## config.mk

```make
export PLATFORM = sky130hd
export DESIGN_NAME = module_ack_frame_checker_core
export DESIGN_NICKNAME = d
export VERILOG_FILES = /design/src/hdl/afc_pkg.sv /design/src/hdl/module_ack_frame_checker_core.sv
export SDC_FILE = /design/constraint.sdc
export NUM_CORES = 1
export LEC_CHECK = 0
export BUFFER_PORTS_ARGS = -buffer_cell sky130_fd_sc_hd__buf_2
export CORE_AREA = 2 2 117 119
export DETAILED_ROUTE_END_ITERATION = 16
export DIE_AREA = 0 0 119 121
export PLACE_DENSITY = 0.85
export SLEW_MARGIN = 25
export SYNTH_ARGS = -nofsm -noshare
export SYNTH_HDL_FRONTEND = slang
export SYNTH_SLANG_ARGS = --single-unit
```

## constraint.sdc

```tcl
create_clock -name clk -period 3.8 [get_ports clk]
set_input_delay 0.38 -clock clk [delete_from_list [all_inputs] [get_ports clk]]
set_output_delay 0.38 -clock clk [all_outputs]
set_load 0.02 [all_outputs]
```

## src/hdl/afc_pkg.sv

```systemverilog
// Shared types and constants for the acknowledge frame checker.
package afc_pkg;

  localparam logic [3:0] POS_HDR0    = 4'd0;
  localparam logic [3:0] POS_ID      = 4'd6;
  localparam logic [3:0] POS_LEN_HI  = 4'd7;
  localparam logic [3:0] POS_LEN_LO  = 4'd8;
  localparam logic [3:0] POS_CODE    = 4'd9;
  localparam logic [3:0] POS_PAYLOAD = 4'd10;
  localparam logic [3:0] POS_SUM_HI  = 4'd11;
  localparam logic [3:0] POS_SUM_LO  = 4'd12;

  localparam logic       KIND_PAYLOAD = 1'b0;
  localparam logic       KIND_STATUS  = 1'b1;

  localparam logic [1:0] STAT_GOOD    = 2'd0;
  localparam logic [1:0] STAT_SUM_BAD = 2'd1;
  localparam logic [1:0] STAT_LEN_BAD = 2'd2;

  localparam logic [7:0]  CODE_BAD        = 8'hFF;
  localparam logic [15:0] LEN_OVERHEAD    = 16'd3;
  localparam logic [15:0] MAX_PAYLOAD_RST = 16'd4;

  typedef struct packed {
    logic       item_kind;
    logic [7:0] payload_byte;
    logic [7:0] result_code;
    logic [1:0] frame_status;
    logic       last;
  } afc_result_t;

endpackage

```

## src/hdl/module_ack_frame_checker_core.sv

```systemverilog
// Acknowledge frame parser with 16-bit sum checksum check and payload pass-through.
// A result item is registered into the output stage when its byte is accepted.
// Throughput: one byte per cycle; a two-entry output stage (register plus skid)
// lets input continue while one result waits, input stalls only when both are full.
// Reset (synchronous): parser expects header byte one, max_payload_len is 4,
// no result pending.
module module_ack_frame_checker_core (
  input  logic        clk,
  input  logic        rst,
  input  logic        in_valid,
  output logic        in_ready,
  input  logic [7:0]  rx_byte,
  input  logic        restart,
  output logic        out_valid,
  input  logic        out_ready,
  output logic        item_kind,
  output logic [7:0]  payload_byte,
  output logic [7:0]  result_code,
  output logic [1:0]  frame_status,
  output logic        last,
  input  logic        cfg_valid,
  output logic        cfg_ready,
  input  logic [15:0] cfg_data
);
  import afc_pkg::*;

  logic [15:0] max_payload_len;

  logic [3:0]  byte_position;
  logic [15:0] frame_length;
  logic [15:0] payload_left;
  logic [15:0] running_sum;
  logic [7:0]  confirm_code;
  logic [7:0]  checksum_high;
  logic        length_bad;

  logic [3:0]  pos_cur;
  logic [15:0] len_cur;
  logic [15:0] left_cur;
  logic [15:0] sum_cur;
  logic [7:0]  code_cur;
  logic [7:0]  chi_cur;
  logic        bad_cur;

  logic [3:0]  byte_position_next;
  logic [15:0] frame_length_next;
  logic [15:0] payload_left_next;
  logic [15:0] running_sum_next;
  logic [7:0]  confirm_code_next;
  logic [7:0]  checksum_high_next;
  logic        length_bad_next;

  logic [15:0] sum_add;
  logic [15:0] len_new;
  logic [15:0] got_sum;
  logic        has_res;
  afc_result_t res;

  afc_result_t out_item;
  afc_result_t skid_item;
  logic        skid_valid;
  logic        accept;
  logic        push;
  logic        take;

  assign cfg_ready = 1'b1;
  assign in_ready  = !skid_valid;
  assign accept    = in_valid && in_ready;
  assign push      = accept && has_res;
  assign take      = out_valid && out_ready;

  always_comb begin
    pos_cur  = byte_position;
    len_cur  = frame_length;
    left_cur = payload_left;
    sum_cur  = running_sum;
    code_cur = confirm_code;
    chi_cur  = checksum_high;
    bad_cur  = length_bad;
    if (restart || byte_position > POS_SUM_LO) begin
      pos_cur  = POS_HDR0;
      len_cur  = '0;
      left_cur = '0;
      sum_cur  = '0;
      code_cur = '0;
      chi_cur  = '0;
      bad_cur  = 1'b0;
    end

    sum_add = sum_cur + {8'h00, rx_byte};
    len_new = {len_cur[15:8], rx_byte};
    got_sum = {chi_cur, rx_byte};

    byte_position_next = pos_cur;
    frame_length_next  = len_cur;
    payload_left_next  = left_cur;
    running_sum_next   = sum_cur;
    confirm_code_next  = code_cur;
    checksum_high_next = chi_cur;
    length_bad_next    = bad_cur;
    has_res            = 1'b0;
    res                = '0;

    unique case (pos_cur)
      POS_ID: begin
        running_sum_next   = sum_add;
        byte_position_next = POS_LEN_HI;
      end
      POS_LEN_HI: begin
        running_sum_next   = sum_add;
        frame_length_next  = {rx_byte, 8'h00};
        byte_position_next = POS_LEN_LO;
      end
      POS_LEN_LO: begin
        running_sum_next   = sum_add;
        frame_length_next  = len_new;
        length_bad_next    = (len_new < LEN_OVERHEAD) ||
                             ({1'b0, len_new} >
                              ({1'b0, max_payload_len} + {1'b0, LEN_OVERHEAD}));
        payload_left_next  = (len_new < LEN_OVERHEAD) ? 16'd0 : len_new - LEN_OVERHEAD;
        byte_position_next = POS_CODE;
      end
      POS_CODE: begin
        running_sum_next   = sum_add;
        confirm_code_next  = rx_byte;
        byte_position_next = (left_cur != 16'd0) ? POS_PAYLOAD : POS_SUM_HI;
      end
      POS_PAYLOAD: begin
        running_sum_next  = sum_add;
        payload_left_next = left_cur - 16'd1;
        if (left_cur == 16'd1) begin
          byte_position_next = POS_SUM_HI;
        end
        if (!bad_cur) begin
          has_res          = 1'b1;
          res.item_kind    = KIND_PAYLOAD;
          res.payload_byte = rx_byte;
        end
      end
      POS_SUM_HI: begin
        checksum_high_next = rx_byte;
        byte_position_next = POS_SUM_LO;
      end
      POS_SUM_LO: begin
        has_res       = 1'b1;
        res.item_kind = KIND_STATUS;
        res.last      = 1'b1;
        if (bad_cur) begin
          res.frame_status = STAT_LEN_BAD;
          res.result_code  = CODE_BAD;
        end else if (got_sum != sum_cur) begin
          res.frame_status = STAT_SUM_BAD;
          res.result_code  = CODE_BAD;
        end else begin
          res.frame_status = STAT_GOOD;
          res.result_code  = code_cur;
        end
        byte_position_next = POS_HDR0;
        frame_length_next  = '0;
        payload_left_next  = '0;
        running_sum_next   = '0;
        confirm_code_next  = '0;
        checksum_high_next = '0;
        length_bad_next    = 1'b0;
      end
      default: begin
        byte_position_next = pos_cur + 4'd1;
      end
    endcase
  end

  always_ff @(posedge clk) begin
    if (rst) begin
      max_payload_len <= MAX_PAYLOAD_RST;
    end else if (cfg_valid && cfg_ready) begin
      max_payload_len <= cfg_data;
    end
  end

  always_ff @(posedge clk) begin
    if (rst) begin
      byte_position <= POS_HDR0;
      frame_length  <= '0;
      payload_left  <= '0;
      running_sum   <= '0;
      confirm_code  <= '0;
      checksum_high <= '0;
      length_bad    <= 1'b0;
    end else if (accept) begin
      byte_position <= byte_position_next;
      frame_length  <= frame_length_next;
      payload_left  <= payload_left_next;
      running_sum   <= running_sum_next;
      confirm_code  <= confirm_code_next;
      checksum_high <= checksum_high_next;
      length_bad    <= length_bad_next;
    end
  end

  // output register with skid entry behind it
  always_ff @(posedge clk) begin
    if (rst) begin
      out_valid  <= 1'b0;
      skid_valid <= 1'b0;
    end else if (take) begin
      if (skid_valid) begin
        out_valid  <= 1'b1;
        skid_valid <= push;
      end else begin
        out_valid  <= push;
      end
    end else if (!out_valid) begin
      out_valid <= push;
    end else if (push) begin
      skid_valid <= 1'b1;
    end
  end

  always_ff @(posedge clk) begin
    if (take) begin
      if (skid_valid) begin
        out_item <= skid_item;
        if (push) begin
          skid_item <= res;
        end
      end else if (push) begin
        out_item <= res;
      end
    end else if (!out_valid) begin
      if (push) begin
        out_item <= res;
      end
    end else if (push) begin
      skid_item <= res;
    end
  end

  assign item_kind    = out_item.item_kind;
  assign payload_byte = out_item.payload_byte;
  assign result_code  = out_item.result_code;
  assign frame_status = out_item.frame_status;
  assign last         = out_item.last;

  a_skid_behind_out: assert property (@(posedge clk) disable iff (rst)
    skid_valid |-> out_valid)
    else $error("skid entry held without output entry");

  a_pos_range: assert property (@(posedge clk) disable iff (rst)
    byte_position <= POS_SUM_LO)
    else $error("byte position out of range");

  a_last_is_status: assert property (@(posedge clk) disable iff (rst)
    out_valid |-> (out_item.last == out_item.item_kind))
    else $error("last flag disagrees with item kind");

  a_bad_code: assert property (@(posedge clk) disable iff (rst)
    (out_valid && out_item.item_kind == KIND_STATUS && out_item.frame_status != STAT_GOOD)
    |-> (out_item.result_code == CODE_BAD))
    else $error("bad frame without bad result code");

  a_frame_end: assert property (@(posedge clk) disable iff (rst)
    (accept && !restart && byte_position == POS_SUM_LO) |=> (byte_position == POS_HDR0))
    else $error("parser not back at header after frame end");

endmodule

```

==> Word level (Yosys, flattened, before mapping) <==
Index checks and enable logic that the tools add are counted.
{ "totals": {"ff_bits": 119, "input_bits": 30, "out_inout_bits": 23, "word_cells": 91} }
{ "op_classes": {"add_sub_neg": 5, "n_lt_le_gt_ge": 3, "eq_ne": 11, "mux": 40, "reduce_logical": 12} }
{ "op_table": {"columns": ["op", "count"], "rows": [
  ["20-bit 2-to-1 mux", 8],
  ["16-bit case mux with 3 select lines", 2],
  ["16-bit 2-to-1 mux", 4],
  ["8-bit 2-to-1 mux", 4],
  ["16-bit case mux with 2 select lines", 1],
  ["8-bit case mux with 2 select lines", 2],
  ["4-bit case mux with 7 select lines", 1],
  ["4-bit equality test, second input constant", 5],
  ["10-bit 2-to-1 mux", 2],
  ["16-bit by 2-bit adder with 17-bit output, second input constant", 1],
  ["16-bit by 17-bit > comparator with 1-bit output", 1],
  ["16-bit by 8-bit adder with 16-bit output", 1],
  ["16-bit by 1-bit equality test with 1-bit output, second input constant", 1],
  ["16-bit by 2-bit < comparator with 1-bit output, second input constant", 1],
  ["16-bit inequality test", 1],
  ["16-bit nonzero test", 1],
  ["16-bit by 1-bit subtractor with 16-bit output, second input constant", 1],
  ["16-bit by 2-bit subtractor with 16-bit output, second input constant", 1],
  ["11-bit 2-to-1 mux", 1],
  ["1-bit 2-to-1 mux", 10],
  ["4-bit by 3-bit equality test with 1-bit output, second input constant", 2],
  ["4-bit 2-to-1 mux", 2],
  ["1-bit case mux with 2 select lines", 3],
  ["5-bit OR reduction", 1],
  ["9 further kinds", 14]
]} }

==> Depth between registers and ports, before layout <==
{ "logic_depth": {"depth_word": 10, "ltp_mapped": 15, "depth_no_buf": 13} }

==> Least setup slack after synthesis <==
No wires, ideal clock.
{ "synth_path": {"path_kind": "reg-to-reg", "startpoint": "register byte_position[0] (netlist name)", "endpoint": "register skid_item[10] (netlist bit), enable pin", "setup_time_ns": 0.395, "arrival_ns": 3.681, "required_ns": 3.405, "slack_ns": -0.276, "stages_incl_launch_ff": 15, "n_path_buf": 5, "period_less_slack_ns": 4.076, "cell_sequence": "dfxtp_1 -> buf_2 -> o211a_1 -> nor2_4 -> buf_2 -> buf_1 -> nand2_1 -> inv_1 -> ha_1 -> nand4bb_1 -> clkbuf_1 -> nor3_2 -> nor2_1 -> clkbuf_1 -> nor2_1"} }
{ "synth_rtl": {"columns": ["item", "line", "text"], "rows": [
  ["end signal, assigned", "module_ack_frame_checker_core.sv:224", "skid_item <= res;"],
  ["end signal, assigned", "module_ack_frame_checker_core.sv:234", "skid_item <= res;"],
  ["end, declared", "module_ack_frame_checker_core.sv:60", "afc_result_t skid_item;"]
]} }

==> Worst setup path in the final report <==
{ "layout_path": {"startpoint": "register byte_position[0]", "endpoint": "register out_item (netlist bit result_code[0]) (data pin)"} }
{ "layout_via": {"elab_chain_len": 10, "elab_cells_between_ends": 20, "cone_classes": "order compare: 1; eq/ne: 3; mux: 14; reduce/logical: 2"} }
{ "layout_rtl": {"columns": ["item", "line", "text"], "rows": [
  ["start, declared", "module_ack_frame_checker_core.sv:29", "logic [3:0] byte_position;"],
  ["start signal, assigned", "module_ack_frame_checker_core.sv:190", "byte_position <= byte_position_next;"],
  ["4-bit > comparator", "module_ack_frame_checker_core.sv:80", "if (restart || byte_position > POS_SUM_LO) begin"],
  ["1-bit logical OR", "module_ack_frame_checker_core.sv:80", null],
  ["8-bit 2-to-1 mux / 16-bit 2-to-1 mux (equally long branches)", "module_ack_frame_checker_core.sv:80", null],
  ["16-bit inequality test", "module_ack_frame_checker_core.sv:151", "end else if (got_sum != sum_cur) begin"],
  ["10-bit 2-to-1 mux", "module_ack_frame_checker_core.sv:151", null],
  ["10-bit 2-to-1 mux", "module_ack_frame_checker_core.sv:148", "if (bad_cur) begin"],
  ["11-bit 2-to-1 mux", "module_ack_frame_checker_core.sv:104", "unique case (pos_cur)"],
  ["20-bit 2-to-1 mux *", "module_ack_frame_checker_core.sv:226, module_ack_frame_checker_core.sv:230", null],
  ["20-bit 2-to-1 mux (on tied branches)", "module_ack_frame_checker_core.sv:229, module_ack_frame_checker_core.sv:221", null],
  ["20-bit 2-to-1 mux *", "module_ack_frame_checker_core.sv:220", "if (take) begin"],
  ["end signal, assigned", "module_ack_frame_checker_core.sv:222", "out_item <= skid_item;"],
  ["end signal, assigned", "module_ack_frame_checker_core.sv:227", "out_item <= res;"],
  ["end signal, assigned", "module_ack_frame_checker_core.sv:231", "out_item <= res;"],
  ["end, declared", "module_ack_frame_checker_core.sv:59", "afc_result_t out_item;"]
]} }
Mark *: on every way between the ends. The rest lies on a longest branch, timed or not. The select of a mux whose other input is x is not followed.
A chain may end at the register's enable or synchronous reset.

==> metrics.md <==
| Metric | Value |
|---|---|
| Post-CTS resize count | `0` |
| Hold Buf Count CTS | `0` |
| Number of buffers on the longest clock path | `2` |
| Clk root buf | `clkbuf_16` |
| Syn_nets | `904` |
| Total power density per cell area | `427 nW/um^2` |
| Data required time at the worst endpoint | `3.97 ns` |
| Critical Path Max Stage Delay | `0.61 ns` |
| Final weighted congestion in routability-driven placement | `0.924` |
| Setup_tns | `0 ns` |
| Max Clk Rate | `0.311 GHz` |
| Layout cell share with drive strength beyond 1 | `13.1%` |
| Starting density of the core | `54.5%` |
| Final count of pins violating max slew | `0` |
| Post-layout power | `3.49 mW` |
| Setup crit start kind | `flip-flop` |
| Compound-Gate Fraction of Synth Area | `20.8%` |
| Async S/R FF share, synth | `0%` |
| Count of final hold-check violations | `0` |
| Violation count after the first detailed-route iteration | `850` |
| Layout net count | `942` |
| Global-route usage over all layers | `27.7%` |
| Maximum capacitance violations | `0` |
| Wire length of the first global-routing pass | `31,600 um` |
| Area growth from synthesis to final layout | `14.4%` |
| Tightest Hold Check Type | `input pin to flip-flop` |
| Total wire length | `19,800 um` |
| Largest family of logic cells by synthesized area | `simple AND/OR/NAND/NOR gates` |
| Avg Cell Area, Syn | `8.48 sq um` |
| Fraction of synthesized area in multiplexers | `2.82%` |
| Leakage component of the power | `3.38 nW` |
| Headroom to the max-slew limit | `40.5%` |
| Layout Cell Area excl Fill | `8160 sq um` |
| Post-synthesis cell area | `7130 sq um` |
| Number of buffers inserted by port buffering | `51` |
| CP Capture Type | `flip-flop` |
| Post-synth top flop | `dfxtp_1` |
| RSZ-0062 raised after global routing | `no` |
| Standard-cell rows | `42` |
| Count of TritonRoute iterations in the first routing pass | `5` |
| Maximum number of pins on one net before global-route repair | `69` |
| Worst flop-to-flop path startpoint | `byte_position[0]` |
| Clock tree from TritonCTS | `yes` |
| Initial antenna violation count | `0` |
| Number of sinks handled by clock tree synthesis | `118` |
| Mean number of vias per cell | `6.40` |
| Worst-Skew Late Latency | `0.43 ns` |
| Peak fanout along the critical path | `11` |
| Startpoint of the most critical hold path | `out_ready` |
| Run status | `finished, final reports clean` |
| Sequential share of the synthesized area | `38.6%` |
| Core Area | `13,100 sq um` |
| Post-route clock period utilization | `84.6%` |
| Buffers plus inverters on the worst setup path | `1` |
| Maximum clock skew at final layout | `0.00826 ns` |
| Cells along the critical path | `o211ai_1 > buf_4 > and3_1 > ha_1 > or4_1 > nor2_1 > o21ai_1 > nor2_1 > o211ai_1` |
| Xor and xnor area share after synthesis | `4.54%` |
| Max stage delay cell, worst path | `o211ai_1` |
| Count of buffers added by post-CTS timing repair for setup | `0` |
| Y dimension of the die | `121 um` |
| Cell variety after synth | `71` |
| Simple-gate area share of the yosys netlist | `23.3%` |
| Top Family by Delay on Critical Path | `simple AND/OR/NAND/NOR gates` |
| Routed WL per cell | `18.5 um` |
| Number of vias in the routed layout | `6,837` |
| Slew @ Worst Pin | `0.892 ns` |
| EDFF count, synth | `39` |
| Adder and majority cell fraction of the synthesized area | `5.89%` |
| Die Width | `119 um` |
| Number of endpoints failing setup at the final stage | `0` |
| Final-layout worst hold slack | `0.167 ns` |
| Number of warnings issued by yosys | `0` |
| Worst setup path startpoint | `byte_position[0]` |
| Number of buffers inserted during clock tree synthesis | `17` |
| Antenna diode instance count | `0` |
| Clock H-tree levels | `4` |
| Area enclosed by the die boundary | `14,400 sq um` |
| Clock Pin Slew Worst Setup and Hold Paths | `0.06 ns` |
| Total gr overflow | `0` |
| Max rail drop VDD | `0.341 mV` |
| ANT nets after route | `0` |
| Worst path arrival time | `3.38 ns` |
| Number of global-route vias before repair | `6,235` |
| DRC | `0` |
| Number of instances in the synthesized netlist | `841` |
| R2r setup slk | `0.59 ns` |
| Num ports | `53` |
| Flip-flop and latch count after synthesis | `118` |
| HPWL after DPL | `13,000 um` |
| Cell area after placement | `7550 sq um` |
| Final Critical Period | `3.21 ns` |
| Worst setup path class | `flip-flop to flip-flop` |
## cell families (layout without fill, tap and decap cells)
logic type      after synthesis  count (layout)
simple gates                340             340
compound gates              222             222
flops                       118             118
buf+inv                      70             121
xor+xnor                     37              37
fa+ha+maj                    33              33
mux                          20              20
other cells                   1               1
## cell usage in the layout (no fill, tap or decap), types with 8 or more instances in the layout
master	n
nor2_1	134
dfxtp_1	79
nand2_1	64
buf_2	51
o21ai_0	47
a21oi_1	39
edfxtp_1	39
nand3_1	32
a22oi_1	32
ha_1	32
and3_1	24
nor3_1	22
xnor2_1	22
buf_4	20
mux2i_1	19
clkbuf_16	19
inv_1	17
xor2_1	15
o211ai_1	14
and2_1	13
a31oi_1	13
a21o_1	11
a211oi_1	10
a221oi_1	10
nand4_1	9
o22ai_1	8
## where the power goes
group / internal (mW) / switching [mW] / total, mW
Clock: 1.02 / 0.621 / 1.64
Combinational: 0.161 / 0.279 / 0.440
Sequential: 1.36 / 0.0432 / 1.41
## per-layer routing
layer  track usage (%)  wire length [um]  vias up
met5                 0                 0        -
met4              10.6               462        0
met3              6.95              1870       45
met2              43.7              9170      370
met1              36.8              8310     3246
li1                  -                 -     3176
## cell usage after synthesis (24+ instances only)
cell	count	share of area, %
and3_1	24	2.1
a21oi_1	39	2.7
clkbuf_1	34	1.8
nand3_1	32	2.2
dfxtp_1	79	22
nor2_1	135	7.1
edfxtp_1	39	16
ha_1	32	5.6
nand2_1	64	3.4
o21ai_0	47	3.3
a22oi_1	32	3.4
## stage by stage
stage	std cells	worst slack, ns	utilization [%]
3_5_place_dp	1036	0.658	57.7
6_report	1068	0.585	62.4
2_1_floorplan	841	0.0241	-
5_1_grt	1068	0.373	62.4
4_1_cts	1068	0.655	62.4
3_3_place_gp	1036	0.756	57.7
## flip-flops by register name, summed over array words and instances (netlist names)
| name | count |
|---|---|
| result_code | 8 |
| last | 1 |
| running_sum | 16 |
| payload_byte | 8 |
| max_payload_len | 16 |
| length_bad | 1 |
| frame_status | 2 |
| skid_item | 19 |
| item_kind | 1 |
| byte_position | 4 |
| payload_left | 16 |
| skid_valid | 1 |
| checksum_high | 8 |
| out_valid | 1 |
| confirm_code | 8 |
| frame_length | 8 |
## cell type report
type                       count  area [sq um]
clock buffer                  21           503
inverter                      18          67.6
multi-input combinational    653          4100
tap                          176           220
sequential                   118          2750
timing repair buffer          71           405
clock inverter                11           110
fill                        1049          4920
## path summary, 6_finish.rpt
path / end / depth (start not counted)
worst min-delay path: skid_valid / 2
worst max register to register: result_code[0] / 9
worst min register to register: payload_left[13] / 2
worst max-delay path: result_code[0] / 9
No activity file was read; power rests on OpenSTA's default activity.
